**config.mk**
```make
export PLATFORM = sky130hd
export DESIGN_NAME = md5_stream_hasher
export DESIGN_NICKNAME = d
export VERILOG_FILES = /design/src/hw/rtl/md5sh_pkg.sv /design/src/hw/rtl/md5_stream_hasher.sv /design/src/hw/rtl/md5sh_fifo.sv /design/src/hw/rtl/md5sh_front.sv /design/src/hw/rtl/md5sh_core.sv
export SDC_FILE = /design/constraint.sdc
export NUM_CORES = 2
export LEC_CHECK = 0
export BUFFER_PORTS_ARGS = -buffer_cell sky130_fd_sc_hd__buf_2
export CAP_MARGIN = 10
export CORE_MARGIN = 5
export CORE_UTILIZATION = 35
export CTS_CLUSTER_SIZE = 8
export DETAILED_ROUTE_END_ITERATION = 10
export PLACE_DENSITY = 0.48
export REMOVE_ABC_BUFFERS = 1
export SYNTH_ARGS = -nofsm -noshare
export SYNTH_HDL_FRONTEND = slang
export SYNTH_SLANG_ARGS = --single-unit
```
**constraint.sdc**
```tcl
create_clock -name i_clk -period 13.4 [get_ports i_clk]
set_input_delay 2.01 -clock i_clk [delete_from_list [all_inputs] [get_ports i_clk]]
set_output_delay 2.01 -clock i_clk [all_outputs]
set_load 0.02 [all_outputs]
```
**src/hw/rtl/md5sh_pkg.sv**
```systemverilog
// ----------------------------------------------------------------------------
// md5sh_pkg
// Shared types, constants and round functions of the streaming MD5 engine.
// ----------------------------------------------------------------------------
package md5sh_pkg;

    localparam int NUM_ROUNDS  = 64;
    localparam int BLOCK_BYTES = 64;
    localparam int BLOCK_WORDS = 16;
    localparam int NUM_BUFS    = 2;
    localparam int REQ_DEPTH   = 2;
    localparam int OUT_DEPTH_DEF = 4;

    localparam logic [7:0] PAD_BYTE = 8'h80;
    localparam logic [5:0] LEN_POS  = 6'd56;
    localparam logic [5:0] LAST_POS = 6'd63;

    localparam logic [31:0] CHAIN_INIT [4] = '{
        32'h67452301, 32'hefcdab89, 32'h98badcfe, 32'h10325476
    };

    localparam logic [31:0] ROUND_K [NUM_ROUNDS] = '{
        32'hd76aa478, 32'he8c7b756, 32'h242070db, 32'hc1bdceee,
        32'hf57c0faf, 32'h4787c62a, 32'ha8304613, 32'hfd469501,
        32'h698098d8, 32'h8b44f7af, 32'hffff5bb1, 32'h895cd7be,
        32'h6b901122, 32'hfd987193, 32'ha679438e, 32'h49b40821,
        32'hf61e2562, 32'hc040b340, 32'h265e5a51, 32'he9b6c7aa,
        32'hd62f105d, 32'h02441453, 32'hd8a1e681, 32'he7d3fbc8,
        32'h21e1cde6, 32'hc33707d6, 32'hf4d50d87, 32'h455a14ed,
        32'ha9e3e905, 32'hfcefa3f8, 32'h676f02d9, 32'h8d2a4c8a,
        32'hfffa3942, 32'h8771f681, 32'h6d9d6122, 32'hfde5380c,
        32'ha4beea44, 32'h4bdecfa9, 32'hf6bb4b60, 32'hbebfbc70,
        32'h289b7ec6, 32'heaa127fa, 32'hd4ef3085, 32'h04881d05,
        32'hd9d4d039, 32'he6db99e5, 32'h1fa27cf8, 32'hc4ac5665,
        32'hf4292244, 32'h432aff97, 32'hab9423a7, 32'hfc93a039,
        32'h655b59c3, 32'h8f0ccc92, 32'hffeff47d, 32'h85845dd1,
        32'h6fa87e4f, 32'hfe2ce6e0, 32'ha3014314, 32'h4e0811a1,
        32'hf7537e82, 32'hbd3af235, 32'h2ad7d2bb, 32'heb86d391
    };

    // Byte write into the block store
    typedef struct packed {
        logic       en;
        logic       buf_sel;
        logic [5:0] pos;
        logic [7:0] data;
    } t_wr_req;

    // Full block handed to the compression core
    typedef struct packed {
        logic last;
        logic buf_sel;
    } t_blk_req;

    // Block store released by the core
    typedef struct packed {
        logic valid;
        logic buf_sel;
    } t_blk_done;

    // One digest word
    typedef struct packed {
        logic [31:0] word;
        logic [1:0]  idx;
        logic        last;
    } t_digest;

    // Message word used by round i
    function automatic logic [3:0] msg_index(input logic [5:0] i);
        logic [3:0] ii;
        logic [3:0] g;
        ii = i[3:0];
        case (i[5:4])
            2'd0:    g = ii;
            2'd1:    g = ii + {ii[1:0], 2'b00} + 4'd1;
            2'd2:    g = ii + {ii[2:0], 1'b0} + 4'd5;
            2'd3:    g = {ii[0], 3'b000} - ii;
            default: g = ii;
        endcase
        return g;
    endfunction

    // Left-rotate amount of round i
    function automatic logic [4:0] rot_amt(input logic [5:0] i);
        logic [4:0] s;
        case ({i[5:4], i[1:0]})
            4'h0: s = 5'd7;   4'h1: s = 5'd12;  4'h2: s = 5'd17;  4'h3: s = 5'd22;
            4'h4: s = 5'd5;   4'h5: s = 5'd9;   4'h6: s = 5'd14;  4'h7: s = 5'd20;
            4'h8: s = 5'd4;   4'h9: s = 5'd11;  4'ha: s = 5'd16;  4'hb: s = 5'd23;
            4'hc: s = 5'd6;   4'hd: s = 5'd10;  4'he: s = 5'd15;  4'hf: s = 5'd21;
            default: s = 5'd0;
        endcase
        return s;
    endfunction

    // Nonlinear function of each round group
    function automatic logic [31:0] round_f(input logic [1:0] stage,
                                            input logic [31:0] b,
                                            input logic [31:0] c,
                                            input logic [31:0] d);
        logic [31:0] f;
        case (stage)
            2'd0:    f = (b & c) | (~b & d);
            2'd1:    f = (b & d) | (c & ~d);
            2'd2:    f = b ^ c ^ d;
            2'd3:    f = c ^ (b | ~d);
            default: f = '0;
        endcase
        return f;
    endfunction

    function automatic logic [31:0] rotl32(input logic [31:0] v, input logic [4:0] s);
        logic [63:0] vv;
        vv = {v, v} << s;
        return vv[63:32];
    endfunction

endpackage

```
**src/hw/rtl/md5_stream_hasher.sv**
```systemverilog
// ----------------------------------------------------------------------------
// md5_stream_hasher
// Streaming MD5 engine: byte intake with padding, block queue, round core
// and digest word queue.
// ----------------------------------------------------------------------------
// Usage:
//   Input channel: drive i_msg_byte / i_byte_valid / i_end_of_message with
//   push; the request is taken on a clock edge with push high and full low.
//   A request with i_byte_valid low carries no byte; i_end_of_message closes
//   the message after the byte (if any) of that request.
//   Output channel: while empty is low the oldest digest word sits on
//   o_digest_word / o_word_index / o_last_word; pop takes it. Each message
//   yields four words, index 0 first, o_last_word on the fourth.
//   Throughput: one byte per cycle while a block buffer is free. Each full
//   block occupies the round core for its 64 rounds, one word fetch and
//   one chaining add, so the core finishes one block before it pops the next.
//   End of message: the padding writes one byte per cycle while a block
//   buffer is free, with full held high; the digest follows once the
//   queued blocks and the last one have passed through the core.
//   Stall: if pop stays low the digest queue fills, the core holds its
//   words, and full rises once both block buffers are in use.
//   Reset (synchronous, active low): chaining words and length reload,
//   both queues empty; the block store itself is not cleared.
// ----------------------------------------------------------------------------
module md5_stream_hasher
    import md5sh_pkg::*;
#(
    parameter int OUT_DEPTH = OUT_DEPTH_DEF
) (
    input  logic        i_clk,
    input  logic        i_rst_n,
    input  logic        push,
    output logic        full,
    input  logic [7:0]  i_msg_byte,
    input  logic        i_byte_valid,
    input  logic        i_end_of_message,
    output logic        empty,
    input  logic        pop,
    output logic [31:0] o_digest_word,
    output logic [1:0]  o_word_index,
    output logic        o_last_word
);

    localparam int REQ_W = $bits(t_blk_req);
    localparam int OUT_W = $bits(t_digest);

    t_wr_req    wr;
    t_blk_req   req_in;
    t_blk_req   req_out;
    t_blk_done  done;
    t_digest    dig_in;
    t_digest    dig_out;
    logic       req_push;
    logic       req_full;
    logic       req_pop;
    logic       req_empty;
    logic       out_push;
    logic       out_full;
    logic [REQ_W-1:0] req_data;
    logic [OUT_W-1:0] out_data;

    // byte intake and padding
    md5sh_front u_front (
        .i_clk            (i_clk),
        .i_rst_n          (i_rst_n),
        .i_push           (push),
        .o_full           (full),
        .i_msg_byte       (i_msg_byte),
        .i_byte_valid     (i_byte_valid),
        .i_end_of_message (i_end_of_message),
        .o_wr             (wr),
        .o_req_push       (req_push),
        .o_req            (req_in),
        .i_req_full       (req_full),
        .i_done           (done)
    );

    // full blocks waiting for the core
    md5sh_fifo #(
        .WIDTH (REQ_W),
        .DEPTH (REQ_DEPTH)
    ) u_req_q (
        .i_clk   (i_clk),
        .i_rst_n (i_rst_n),
        .i_push  (req_push),
        .i_data  (req_in),
        .o_full  (req_full),
        .i_pop   (req_pop),
        .o_data  (req_data),
        .o_empty (req_empty)
    );

    assign req_out = t_blk_req'(req_data);

    // compression core
    md5sh_core u_core (
        .i_clk       (i_clk),
        .i_rst_n     (i_rst_n),
        .i_wr        (wr),
        .i_req_empty (req_empty),
        .i_req       (req_out),
        .o_req_pop   (req_pop),
        .o_done      (done),
        .i_out_full  (out_full),
        .o_out_push  (out_push),
        .o_out       (dig_in)
    );

    // digest words toward the receiver
    md5sh_fifo #(
        .WIDTH (OUT_W),
        .DEPTH (OUT_DEPTH)
    ) u_out_q (
        .i_clk   (i_clk),
        .i_rst_n (i_rst_n),
        .i_push  (out_push),
        .i_data  (dig_in),
        .o_full  (out_full),
        .i_pop   (pop),
        .o_data  (out_data),
        .o_empty (empty)
    );

    assign dig_out       = t_digest'(out_data);
    assign o_digest_word = dig_out.word;
    assign o_word_index  = dig_out.idx;
    assign o_last_word   = dig_out.last;

endmodule

```
**src/hw/rtl/md5sh_fifo.sv**
```systemverilog
// ----------------------------------------------------------------------------
// md5sh_fifo
// Small register queue with first-word fall-through read.
// ----------------------------------------------------------------------------
module md5sh_fifo #(
    parameter int WIDTH = 8,
    parameter int DEPTH = 2
) (
    input  logic             i_clk,
    input  logic             i_rst_n,
    input  logic             i_push,
    input  logic [WIDTH-1:0] i_data,
    output logic             o_full,
    input  logic             i_pop,
    output logic [WIDTH-1:0] o_data,
    output logic             o_empty
);

    localparam int AW = (DEPTH > 1) ? $clog2(DEPTH) : 1;
    localparam int CW = $clog2(DEPTH + 1);

    logic [WIDTH-1:0] r_mem [DEPTH];
    logic [AW-1:0]    r_wr_ptr;
    logic [AW-1:0]    r_rd_ptr;
    logic [CW-1:0]    r_count;
    logic             do_push;
    logic             do_pop;

    assign o_full  = (r_count == CW'(DEPTH));
    assign o_empty = (r_count == '0);
    assign o_data  = r_mem[r_rd_ptr];
    assign do_push = i_push && !o_full;
    assign do_pop  = i_pop && !o_empty;

    // pointers and fill count
    always_ff @(posedge i_clk) begin
        if (!i_rst_n) begin
            r_wr_ptr <= '0;
            r_rd_ptr <= '0;
            r_count  <= '0;
        end else begin
            if (do_push) begin
                r_wr_ptr <= (r_wr_ptr == AW'(DEPTH - 1)) ? '0 : r_wr_ptr + AW'(1);
            end
            if (do_pop) begin
                r_rd_ptr <= (r_rd_ptr == AW'(DEPTH - 1)) ? '0 : r_rd_ptr + AW'(1);
            end
            case ({do_push, do_pop})
                2'b10:   r_count <= r_count + CW'(1);
                2'b01:   r_count <= r_count - CW'(1);
                default: r_count <= r_count;
            endcase
        end
    end

    // storage
    always_ff @(posedge i_clk) begin
        if (do_push) begin
            r_mem[r_wr_ptr] <= i_data;
        end
    end

endmodule

```
**src/hw/rtl/md5sh_front.sv**
```systemverilog
// ----------------------------------------------------------------------------
// md5sh_front
// Takes message bytes into the two block buffers, keeps the length count and
// runs the end-of-message padding. Hands each full block to the core.
// ----------------------------------------------------------------------------
module md5sh_front
    import md5sh_pkg::*;
(
    input  logic      i_clk,
    input  logic      i_rst_n,
    input  logic      i_push,
    output logic      o_full,
    input  logic [7:0] i_msg_byte,
    input  logic      i_byte_valid,
    input  logic      i_end_of_message,
    output t_wr_req   o_wr,
    output logic      o_req_push,
    output t_blk_req  o_req,
    input  logic      i_req_full,
    input  t_blk_done i_done
);

    typedef enum logic [1:0] {
        S_IDLE,
        S_PAD80,
        S_PADZ,
        S_PADLEN
    } t_state;

    t_state       r_state, n_state;
    logic [5:0]   r_pos, n_pos;
    logic         r_sel, n_sel;
    logic [1:0]   r_busy, n_busy;
    logic [60:0]  r_byte_cnt, n_byte_cnt;
    logic [63:0]  r_len, n_len;
    logic [2:0]   r_len_cnt, n_len_cnt;

    logic         can_write;
    logic         accept;
    logic         wr_en;
    logic [7:0]   wr_data;
    logic         last_blk;
    logic [5:0]   pos_inc;

    assign can_write = !r_busy[r_sel] && !i_req_full;
    assign o_full    = (r_state != S_IDLE) || !can_write;
    assign accept    = i_push && !o_full;
    assign pos_inc   = r_pos + 6'd1;

    // byte source for the current cycle
    always_comb begin
        wr_en    = 1'b0;
        wr_data  = '0;
        last_blk = 1'b0;
        case (r_state)
            S_IDLE: begin
                wr_en   = accept && i_byte_valid;
                wr_data = i_msg_byte;
            end
            S_PAD80: begin
                wr_en   = can_write;
                wr_data = PAD_BYTE;
            end
            S_PADZ: begin
                wr_en   = can_write;
                wr_data = '0;
            end
            S_PADLEN: begin
                wr_en    = can_write;
                wr_data  = r_len[7:0];
                last_blk = (r_len_cnt == 3'd7);
            end
            default: begin
                wr_en = 1'b0;
            end
        endcase
    end

    assign o_wr.en      = wr_en;
    assign o_wr.buf_sel = r_sel;
    assign o_wr.pos     = r_pos;
    assign o_wr.data    = wr_data;

    assign o_req_push    = wr_en && (r_pos == LAST_POS);
    assign o_req.last    = last_blk;
    assign o_req.buf_sel = r_sel;

    // next state
    always_comb begin
        n_state    = r_state;
        n_pos      = r_pos;
        n_sel      = r_sel;
        n_busy     = r_busy;
        n_byte_cnt = r_byte_cnt;
        n_len      = r_len;
        n_len_cnt  = r_len_cnt;

        if (i_done.valid) begin
            n_busy[i_done.buf_sel] = 1'b0;
        end
        if (wr_en) begin
            n_pos = pos_inc;
        end
        if (o_req_push) begin
            n_busy[r_sel] = 1'b1;
            n_sel         = !r_sel;
        end

        case (r_state)
            S_IDLE: begin
                if (accept) begin
                    if (i_byte_valid) begin
                        n_byte_cnt = r_byte_cnt + 61'd1;
                    end
                    if (i_end_of_message) begin
                        n_len      = {n_byte_cnt, 3'b000};
                        n_byte_cnt = '0;
                        n_len_cnt  = '0;
                        n_state    = S_PAD80;
                    end
                end
            end
            S_PAD80, S_PADZ: begin
                if (wr_en) begin
                    n_state = (pos_inc == LEN_POS) ? S_PADLEN : S_PADZ;
                end
            end
            S_PADLEN: begin
                if (wr_en) begin
                    n_len     = {8'h00, r_len[63:8]};
                    n_len_cnt = r_len_cnt + 3'd1;
                    if (last_blk) begin
                        n_state = S_IDLE;
                    end
                end
            end
            default: begin
                n_state = S_IDLE;
            end
        endcase
    end

    // state registers
    always_ff @(posedge i_clk) begin
        if (!i_rst_n) begin
            r_state    <= S_IDLE;
            r_pos      <= '0;
            r_sel      <= 1'b0;
            r_busy     <= '0;
            r_byte_cnt <= '0;
            r_len_cnt  <= '0;
        end else begin
            r_state    <= n_state;
            r_pos      <= n_pos;
            r_sel      <= n_sel;
            r_busy     <= n_busy;
            r_byte_cnt <= n_byte_cnt;
            r_len_cnt  <= n_len_cnt;
        end
        r_len <= n_len;
    end

`ifndef SYNTHESIS
    // never write into a buffer the core still owns
    a_wr_free_buf: assert property (@(posedge i_clk) disable iff (!i_rst_n)
        wr_en |-> !r_busy[r_sel])
        else $error("front wrote a busy block buffer");

    // length bytes always land in the last eight slots
    a_len_slots: assert property (@(posedge i_clk) disable iff (!i_rst_n)
        (r_state == S_PADLEN) |-> (r_pos[5:3] == 3'b111))
        else $error("length bytes outside tail of block");

    // padding ends on a block boundary and returns to byte intake
    a_pad_end: assert property (@(posedge i_clk) disable iff (!i_rst_n)
        (r_state == S_PADLEN && wr_en && r_len_cnt == 3'd7)
            |=> (r_state == S_IDLE && r_pos == '0))
        else $error("padding did not end on a block boundary");
`endif

endmodule

```
**src/hw/rtl/md5sh_core.sv**
```systemverilog
// ----------------------------------------------------------------------------
// md5sh_core
// Holds the double-buffered block store and runs the MD5 compression, one
// round per cycle. Emits the chaining words after the final block.
// ----------------------------------------------------------------------------
module md5sh_core
    import md5sh_pkg::*;
(
    input  logic      i_clk,
    input  logic      i_rst_n,
    input  t_wr_req   i_wr,
    input  logic      i_req_empty,
    input  t_blk_req  i_req,
    output logic      o_req_pop,
    output t_blk_done o_done,
    input  logic      i_out_full,
    output logic      o_out_push,
    output t_digest   o_out
);

    localparam int MEM_WORDS = NUM_BUFS * BLOCK_WORDS;
    localparam int MAW       = $clog2(MEM_WORDS);

    typedef enum logic [1:0] {
        C_IDLE,
        C_ROUND,
        C_FINAL,
        C_EMIT
    } t_state;

    // block store: word address is {buffer, word}, bytes little-endian
    logic [31:0]    r_mem [MEM_WORDS];
    logic [31:0]    r_rdata;
    logic [MAW-1:0] raddr;

    t_state      r_state;
    t_blk_req    r_cur;
    logic [5:0]  r_rnd;
    logic [1:0]  r_idx;
    logic [31:0] r_chain [4];
    logic [31:0] r_a, r_b, r_c, r_d;

    logic [5:0]  rnd_next;
    logic [31:0] f_val;
    logic [31:0] t_val;
    logic [31:0] b_new;

    // one MD5 round on the registered working words
    assign rnd_next = r_rnd + 6'd1;
    assign f_val    = round_f(r_rnd[5:4], r_b, r_c, r_d);
    assign t_val    = r_a + f_val + r_rdata + ROUND_K[r_rnd];
    assign b_new    = r_b + rotl32(t_val, rot_amt(r_rnd));

    // read address: prefetch the word for the next round
    always_comb begin
        if (r_state == C_IDLE) begin
            raddr = {i_req.buf_sel, msg_index(6'd0)};
        end else begin
            raddr = {r_cur.buf_sel, msg_index(rnd_next)};
        end
    end

    // block store write and registered read
    always_ff @(posedge i_clk) begin
        if (i_wr.en) begin
            r_mem[{i_wr.buf_sel, i_wr.pos[5:2]}][{i_wr.pos[1:0], 3'b000} +: 8] <= i_wr.data;
        end
        r_rdata <= r_mem[raddr];
    end

    assign o_req_pop      = (r_state == C_IDLE) && !i_req_empty;
    assign o_done.valid   = (r_state == C_FINAL);
    assign o_done.buf_sel = r_cur.buf_sel;
    assign o_out_push     = (r_state == C_EMIT) && !i_out_full;
    assign o_out.word     = r_chain[r_idx];
    assign o_out.idx      = r_idx;
    assign o_out.last     = (r_idx == 2'd3);

    // sequencer and datapath registers
    always_ff @(posedge i_clk) begin
        if (!i_rst_n) begin
            r_state <= C_IDLE;
            r_rnd   <= '0;
            r_idx   <= '0;
            r_cur   <= '0;
            for (int k = 0; k < 4; k++) begin
                r_chain[k] <= CHAIN_INIT[k];
            end
        end else begin
            case (r_state)
                C_IDLE: begin
                    if (o_req_pop) begin
                        r_cur   <= i_req;
                        r_rnd   <= '0;
                        r_a     <= r_chain[0];
                        r_b     <= r_chain[1];
                        r_c     <= r_chain[2];
                        r_d     <= r_chain[3];
                        r_state <= C_ROUND;
                    end
                end
                C_ROUND: begin
                    r_a   <= r_d;
                    r_b   <= b_new;
                    r_c   <= r_b;
                    r_d   <= r_c;
                    r_rnd <= rnd_next;
                    if (r_rnd == 6'(NUM_ROUNDS - 1)) begin
                        r_state <= C_FINAL;
                    end
                end
                C_FINAL: begin
                    r_chain[0] <= r_chain[0] + r_a;
                    r_chain[1] <= r_chain[1] + r_b;
                    r_chain[2] <= r_chain[2] + r_c;
                    r_chain[3] <= r_chain[3] + r_d;
                    r_idx      <= '0;
                    r_state    <= r_cur.last ? C_EMIT : C_IDLE;
                end
                C_EMIT: begin
                    if (o_out_push) begin
                        r_idx <= r_idx + 2'd1;
                        if (r_idx == 2'd3) begin
                            for (int k = 0; k < 4; k++) begin
                                r_chain[k] <= CHAIN_INIT[k];
                            end
                            r_state <= C_IDLE;
                        end
                    end
                end
                default: begin
                    r_state <= C_IDLE;
                end
            endcase
        end
    end

`ifndef SYNTHESIS
    // a popped request starts at round zero
    a_start: assert property (@(posedge i_clk) disable iff (!i_rst_n)
        o_req_pop |=> (r_state == C_ROUND && r_rnd == '0))
        else $error("block start did not enter round zero");

    // exactly 64 rounds, then the chaining add
    a_round_end: assert property (@(posedge i_clk) disable iff (!i_rst_n)
        (r_state == C_ROUND && r_rnd == 6'(NUM_ROUNDS - 1)) |=> (r_state == C_FINAL))
        else $error("round counter overran");

    // buffer release is followed by idle or digest output
    a_release: assert property (@(posedge i_clk) disable iff (!i_rst_n)
        o_done.valid |=> (r_state == C_IDLE || r_state == C_EMIT))
        else $error("unexpected state after block release");
`endif

endmodule
```
Word level (Yosys, flattened, before mapping). Memory sizes are Yosys's and may differ from the RTL's. A register that Yosys moved wholly into a read port is not among the register bits. Index checks and enable logic that the tools add are counted.

Register bits after elaboration: 290. Bits in writable memories: 1296. Bits in read-only memories: 2128. Input port bits: 14. Output and inout bits: 37. Logic and storage cells: 252. Memories: 6.

$add $sub $neg: 27. Order comparisons: 5. Equal/unequal tests: 34. Shifts and indexed selects: 3. Muxes and demuxes: 88. Bitwise gates (word level): 24. Reduce and logical (&&, ||, !) cells: 43.

Memory list: (no name shown) (words 64, bits a word 32, read ports 1, clocked after memory_dff 0, write ports 0, line md5sh_core.sv:51) `assign t_val = r_a + f_val + r_rdata + ROUND_K[r_rnd];`; u_core.r_mem (words 32, bits a word 32, read ports 1, clocked after memory_dff 1, write ports 1, line md5sh_core.sv:32) `logic [31:0] r_mem [MEM_WORDS];`; u_out_q.r_mem (words 4, bits a word 35, read ports 1, clocked after memory_dff 1, write ports 1, line md5sh_fifo.sv:22) `logic [WIDTH-1:0] r_mem [DEPTH];`; u_core.r_chain (words 4, bits a word 32, read ports 5, clocked after memory_dff 1, write ports 4, line md5sh_core.sv:40) `logic [31:0] r_chain [4];`; (no name shown) (words 16, bits a word 5, read ports 1, clocked after memory_dff 1, write ports 0, line md5sh_pkg.sv:86) `case ({i[5:4], i[1:0]})`; u_req_q.r_mem (words 2, bits a word 2, read ports 1, clocked after memory_dff 1, write ports 1, line md5sh_fifo.sv:22).

Operators with widths (number): 32-bit two-way mux (15); 32-bit adder (8); 32-bit one-hot mux with 2 select lines (4); 64-bit two-way mux (3); 32-bit bitwise AND (4); 32-bit one-hot mux with 4 select lines (1); 64-bit one-hot mux with 2 select lines (1); 61-bit two-way mux (2); 32-bit OR (3); 32-bit bitwise XOR (3); 32-bit NOT (2); 64-bit by 5-bit left shift with 64-bit output (1); 61-bit by 1-bit adder with 61-bit output (second input constant) (1); 2-bit two-way mux (19); 8-bit one-hot mux with 4 select lines (1); 8-bit by 7-bit variable shift with 32-bit output (first input constant) (1); 8-bit by 7-bit indexed part select with 32-bit output (1); 2-bit equality test (second input constant) (14); 1-bit two-way mux (24); 6-bit equality test (second input constant) (3); 4-bit one-hot mux with 4 select lines (1); 2-bit by 1-bit inequality test with 1-bit output (second input constant) (7); 6-bit by 1-bit adder with 6-bit output (second input constant) (2); 2-bit by 1-bit equality test with 1-bit output (second input constant) (6); other kinds (43) (97).

Longest topological paths before layout.
Depth in word-level cells: 14. Depth in mapped cells: 44. Depth with buffers taken out: 42.

By module. A second synthesis with hierarchy kept.

Cell total of the unflattened synthesis: 7704. Area total of the unflattened synthesis: 84293.3 um^2.

By module, submodules not included: md5sh_core (instances 1, cells an instance 6604, area each 70851.7 um^2, sequential area each 38817.2 um^2); md5sh_front (instances 1, cells an instance 829, area each 7465.9 um^2, sequential area each 3423.3 um^2); md5sh_fifo (u_out_q) (instances 1, cells an instance 239, area each 5596.6 um^2, sequential area each 4384.2 um^2); md5sh_fifo (u_req_q) (instances 1, cells an instance 32, area each 379.1 um^2, sequential area each 220.2 um^2).

Worst setup path before layout. OpenSTA, ideal clock, no wires.

Path type: flip-flop to flip-flop. Start: register u_core.r_rnd[1]. End: register u_core.r_b[30], data pin. Library setup time: 0.269 ns. Data arrival time: 9.083 ns. Required time: 13.131 ns. Slack: 4.048 ns. Stages on the path, launching flop included: 42. Path buffers: 3. Period minus slack after synthesis: 9.352 ns. Cell sequence: dfxtp_1 > clkbuf_1 > inv_1 > clkbuf_1 > ha_1 > clkbuf_1 > nor2_1 > nor3_1 > a311oi_1 > a311oi_1 > a21oi_1 > fa_1 > fa_1 > inv_1 > ha_1 > inv_1 > fa_1 > nor2b_1 > [6 not listed] > mux2_2 > mux4_2 > o21ai_1 > mux2i_1 > ha_1 > fa_1 > a21o_1 > a21oi_1 > o21bai_1 > a21oi_1 > o311a_1 > nor3_1 > nor3_1 > o21ai_0 > a211o_1 > a21oi_1 > xor2_1 > o21ai_0.

Cells in the longest elaborated chain, start to end: 8.

RTL lines: start, declared (line md5sh_core.sv:38) `logic [5:0] r_rnd;`; start signal, assigned (line md5sh_core.sv:107) `r_rnd <= rnd_next;`; 6-bit NOT with 7-bit output (not written as such) (line md5sh_core.sv:51); memory read 64 x 32 bit; 32-bit two-way mux (not written as such) (2 in a row) (line md5sh_core.sv:51); 32-bit adder (line md5sh_core.sv:51); 64-bit by 5-bit left shift with 64-bit output (line md5sh_pkg.sv:114) `vv = {v, v} << s;`; 32-bit adder (line md5sh_core.sv:52) `assign b_new = r_b + rotl32(t_val, rot_amt(r_rnd));`; 32-bit one-hot mux with 2 select lines (line md5sh_core.sv:90) `case (r_state)`; end signal, assigned (line md5sh_core.sv:96) `r_b <= r_chain[1];`; end signal, assigned (line md5sh_core.sv:104) `r_b <= b_new;`; end, declared (line md5sh_core.sv:41) `logic [31:0] r_a, r_b, r_c, r_d;`.

Every way passes these cells. The select of a mux whose other input is x is not followed. A chain may end at the register's enable or synchronous reset.

Final worst setup path.
Start: register u_core.r_rnd[0]. End: register u_core.r_b[31], data pin.

Same word-level chain as after synthesis.

==> results.txt <==
slowest CP cell - a2111oi_0
drt wl/cell - 24.0 um
initial antenna violation count - 7
gr usage total - 20.4%
Period minus WS final - 11.16 ns
DR vias/cell - 5.50
asr flop ratio synth - 0%
simple-gate share of the synthesized area - 13.8%
Worst Path Required - 13.94 ns
Synth Area in XOR/XNOR - 2.74%
Setup Skew - 0.105 ns
post-synthesis cell area - 0.0844 mm^2
CTS Buf Count - 224
Leak - 33.4 nW
# DRC - 0
Reg clk slew, reported paths - 0.06 ns
worst rel slew slack - 20.8%
Yosys top cell area share - 50.6%
pin count of the biggest net entering global routing - 155
vias - 60400
internal power - 14.4 mW
Gate power share - 53.0%
P&R area growth vs syn - 12.0%
post-synthesis cell type with the largest combined area - edfxtp_1
CTS Sinks - 1628
Worst setup endpoint - u_core.r_b[31]
initial DRC count - 4614
Remaining Overflow, GRT - 0
I/O pin cnt - 51
VDD IR-drop max - 0.279 mV
unrepaired setup endpoints after global routing - false
P per Cell Area - 269 mW/mm^2
RD Place Congestion - 0.912
top cells by area in the synthesized netlist - edfxtp_1 (51%), nand2_1 (5.9%), dfxtp_1 (4.8%)
final worst slack - 2.24 ns
Routed WL - 263000 um
CP max stage delay - 0.88 ns
Slew @ Worst Pin - 1.18 ns
Synth Area in Compound Gates - 15.6%
switching portion of total power - 43.2%
global-route wire length before repair - 390000 um
Max Cap Violations - 0
status - complete, no violations
critical path peak fanout - 37
main combinational cell family by area after synthesis - compound AO/OA/AOI/OAI gates
Critical Path Source Type - flop
Yosys reg bits - 1628
Starting Density - 35.1%
die area - 0.251 mm^2
Port Buffers - 50
Finished Core Util - 39.4%
CTS tree - built
synthesized instance count - 7733
core area - 0.240 mm^2
TritonRoute pass-1 iters - 6
Horiz. Die Dim - 501 um
vias in the first global route - 59000
Synth cell types - 90
Clock power frac - 21.2%
Final setup viols - 0
mean post-synth cell area - 10.9 um^2
Top FF cell, synth - edfxtp_1
Worst Setup End Kind - flop
CTS hold repair buffers - 0
RR Startpoint - u_core.r_rnd[0]
CP arrival - 11.70 ns
switching power - 11.0 mW
Design Power - 25.4 mW
# H-tree levels - 4
hpwl dp - 176000 um
Seq pwr share - 25.8%
crit path launch - u_core.r_rnd[0]
Die Height - 501 um
Final Net Count - 7991
proportion of synthesized area in mux cells - 3.46%
flop-to-flop setup slack - 2.24 ns
crit path kind - reg2reg
DP Worst Slack - 2.48 ns
Slew Viols, Final - 0
clk buf depth - 3
fmax - 89.6 MHz
Seq/Total Area, Yosys - 55.5%
Final Hold Viols - 0
HP Class - reg2reg
Resize count post-CTS - 0
R2R Path End - u_core.r_b[31]
row cnt - 180
post-synthesis adder-cell area fraction - 5.57%
clk_lat worst skew - 0.91 ns
period utilization - 83.3%
FF-to-FF path depth - 40
share of cells above drive strength 1 - 8.07%
Root Buffer - clkbuf_16
Post-synth EDFFs - 1424
setup bufs post-CTS - 0
DRT antenna net count - 0
Yosys warnings - 0
-- power by group through the flow --
stage | Sequential, mW | Clock (mW) | Combinational [mW]
floorplan | 6.53 | 0 | 9.53
global placement | 6.66 | 0 | 13.4
detailed placement | 6.66 | 0 | 13.4
CTS | 6.56 | 5.53 | 13.5
global route | 6.60 | 5.75 | 14.9
finish | 6.57 | 5.38 | 13.5
-- layer usage --
metal  up-vias  part of all wire [%]  global-route usage [%]
met5         -                     0                       0
met4         0                   3.2                    6.28
met3       421                   4.5                    2.74
met2      1539                    47                    33.7
met1     30100                    45                    27.9
li1      28300                     -                       -
-- flip-flops by register name, summed over array words and instances, names as in the netlist, 3 cells and up, named ones only --
name and count:
u_front.r_pos 6, u_front.r_byte_cnt 61, u_core.r_a 32, u_core.r_rnd 6
u_out_q.r_mem 140, u_core.r_d 32, u_out_q.r_count 3, u_core.r_chain 128
u_core.r_b 32, u_front.r_len 64, u_front.r_len_cnt 3, u_req_q.r_mem 4
u_core.r_mem 1024, u_core.r_rdata 32, u_core.r_c 32
-- cell usage after synthesis, types with 29 or more instances --
library cell,count
edfxtp_1,1424
nand2_1,1317
nor2_1,456
clkbuf_1,408
a211oi_1,387
o21ai_0,386
a21oi_1,365
and2_1,322
ha_1,264
inv_1,240
dfxtp_1,204
a31oi_1,178
xnor2_1,168
a311oi_1,146
nand3_1,129
a21o_1,119
xor2_1,96
mux4_2,81
mux2i_1,77
fa_1,70
nor3_1,70
nor2b_1,68
nand2b_1,67
and3_1,52
buf_1,51
or3_1,47
o211ai_1,43
a21boi_0,41
o2111ai_1,38
a22oi_1,36
o21a_1,33
a221o_1,32
buf_2,31
mux2_2,29
-- metrics by stage --
| step | hold slack (ns) | std cells | setup TNS [ns] | instance area [um^2] |
|---|---|---|---|---|
| global placement | 0.474 | 10600 | 0 | 88000 |
| floorplan | 0.455 | 7238 | -266.04 | 82500 |
| CTS | 0.499 | 11000 | 0 | 94600 |
| finish | 0.496 | 11000 | 0 | 94600 |
| global route | 0.520 | 11000 | 0 | 94600 |
| detailed placement | 0.485 | 10600 | 0 | 88000 |
-- critical path, delay by kind of cell, from the launching register on --
| family | cells | cell delay [ns] |
|---|---|---|
| xor gates and xnor gates | 2 | 0.30 |
| adders and majority gates | 6 | 2.59 |
| and+or+nand+nor | 5 | 0.83 |
| muxes | 2 | 0.44 |
| AOI/OAI and AO/OA | 21 | 5.70 |
| DFF | 1 | 0.32 |
| buffers and inverters | 4 | 0.66 |
-- worst min-delay path by stage --
| stage | slack [ns] | cells past startpoint | end | startpoint |
|---|---|---|---|---|
| final | 0.50 | 2 | u_core.r_chain[3][22] | u_core.r_chain[3][22] |
| after global placement | 0.47 | 2 | u_core.r_chain[3][23] | u_core.r_chain[3][23] |
| after detailed placement | 0.49 | 2 | u_core.r_chain[3][23] | u_core.r_chain[3][23] |
| after global routing | 0.52 | 2 | u_core.r_chain[0][6] | u_core.r_chain[0][6] |
| after CTS | 0.50 | 2 | u_core.r_chain[3][22] | u_core.r_chain[3][22] |
| after floorplan | 0.45 | 2 | u_core.r_chain[3][25] | u_core.r_chain[3][25] |
-- placed cells by master (no fill, tap or decap), drive strengths merged, types with 12 or more instances in the layout --
cell type  instances
edfxtp          1424
nand2           1318
nor2             456
o21ai            396
a211oi           387
a21oi            366
clkbuf           360
and2             323
ha               264
inv              246
dfxtp            204
buf              179
a31oi            178
xnor2            168
a311oi           146
nand3            129
a21o             119
xor2              96
mux4              81
mux2i             77
nor3              71
fa                70
nor2b             68
nand2b            67
and3              52
or3               48
a21boi            44
o211ai            43
o2111ai           38
a22oi             36
o21a              33
a221o             32
mux2              29
o31ai             26
nand4             22
o21bai            21
clkinv            21
a211o             14
o22ai             12
-- final cells by class --
| type | instances | area [um^2] |
|---|---|---|
| Antenna cell | 2 | 5.00 |
| Clock buffer | 360 | 6130 |
| Clock inverter | 20 | 479 |
| Fill cell | 23200 | 146000 |
| Inverter | 248 | 933 |
| Multi-Input combinational cell | 5362 | 34900 |
| Sequential cell | 1628 | 46900 |
| Tap cell | 3185 | 3990 |
| Timing Repair Buffer | 179 | 1270 |
-- kinds of logic (layout without fill, tap and decap cells) --
logic type,after synthesis,in the layout
adders and majority gates,334,334
xor gates and xnor gates,264,264
muxes,187,187
and+or+nand+nor,2604,2604
DFF,1628,1628
AOI/OAI and AO/OA,1973,1973
other,0,2
buffers and inverters,743,807
Note: power is estimated with default switching activity, not from simulation.
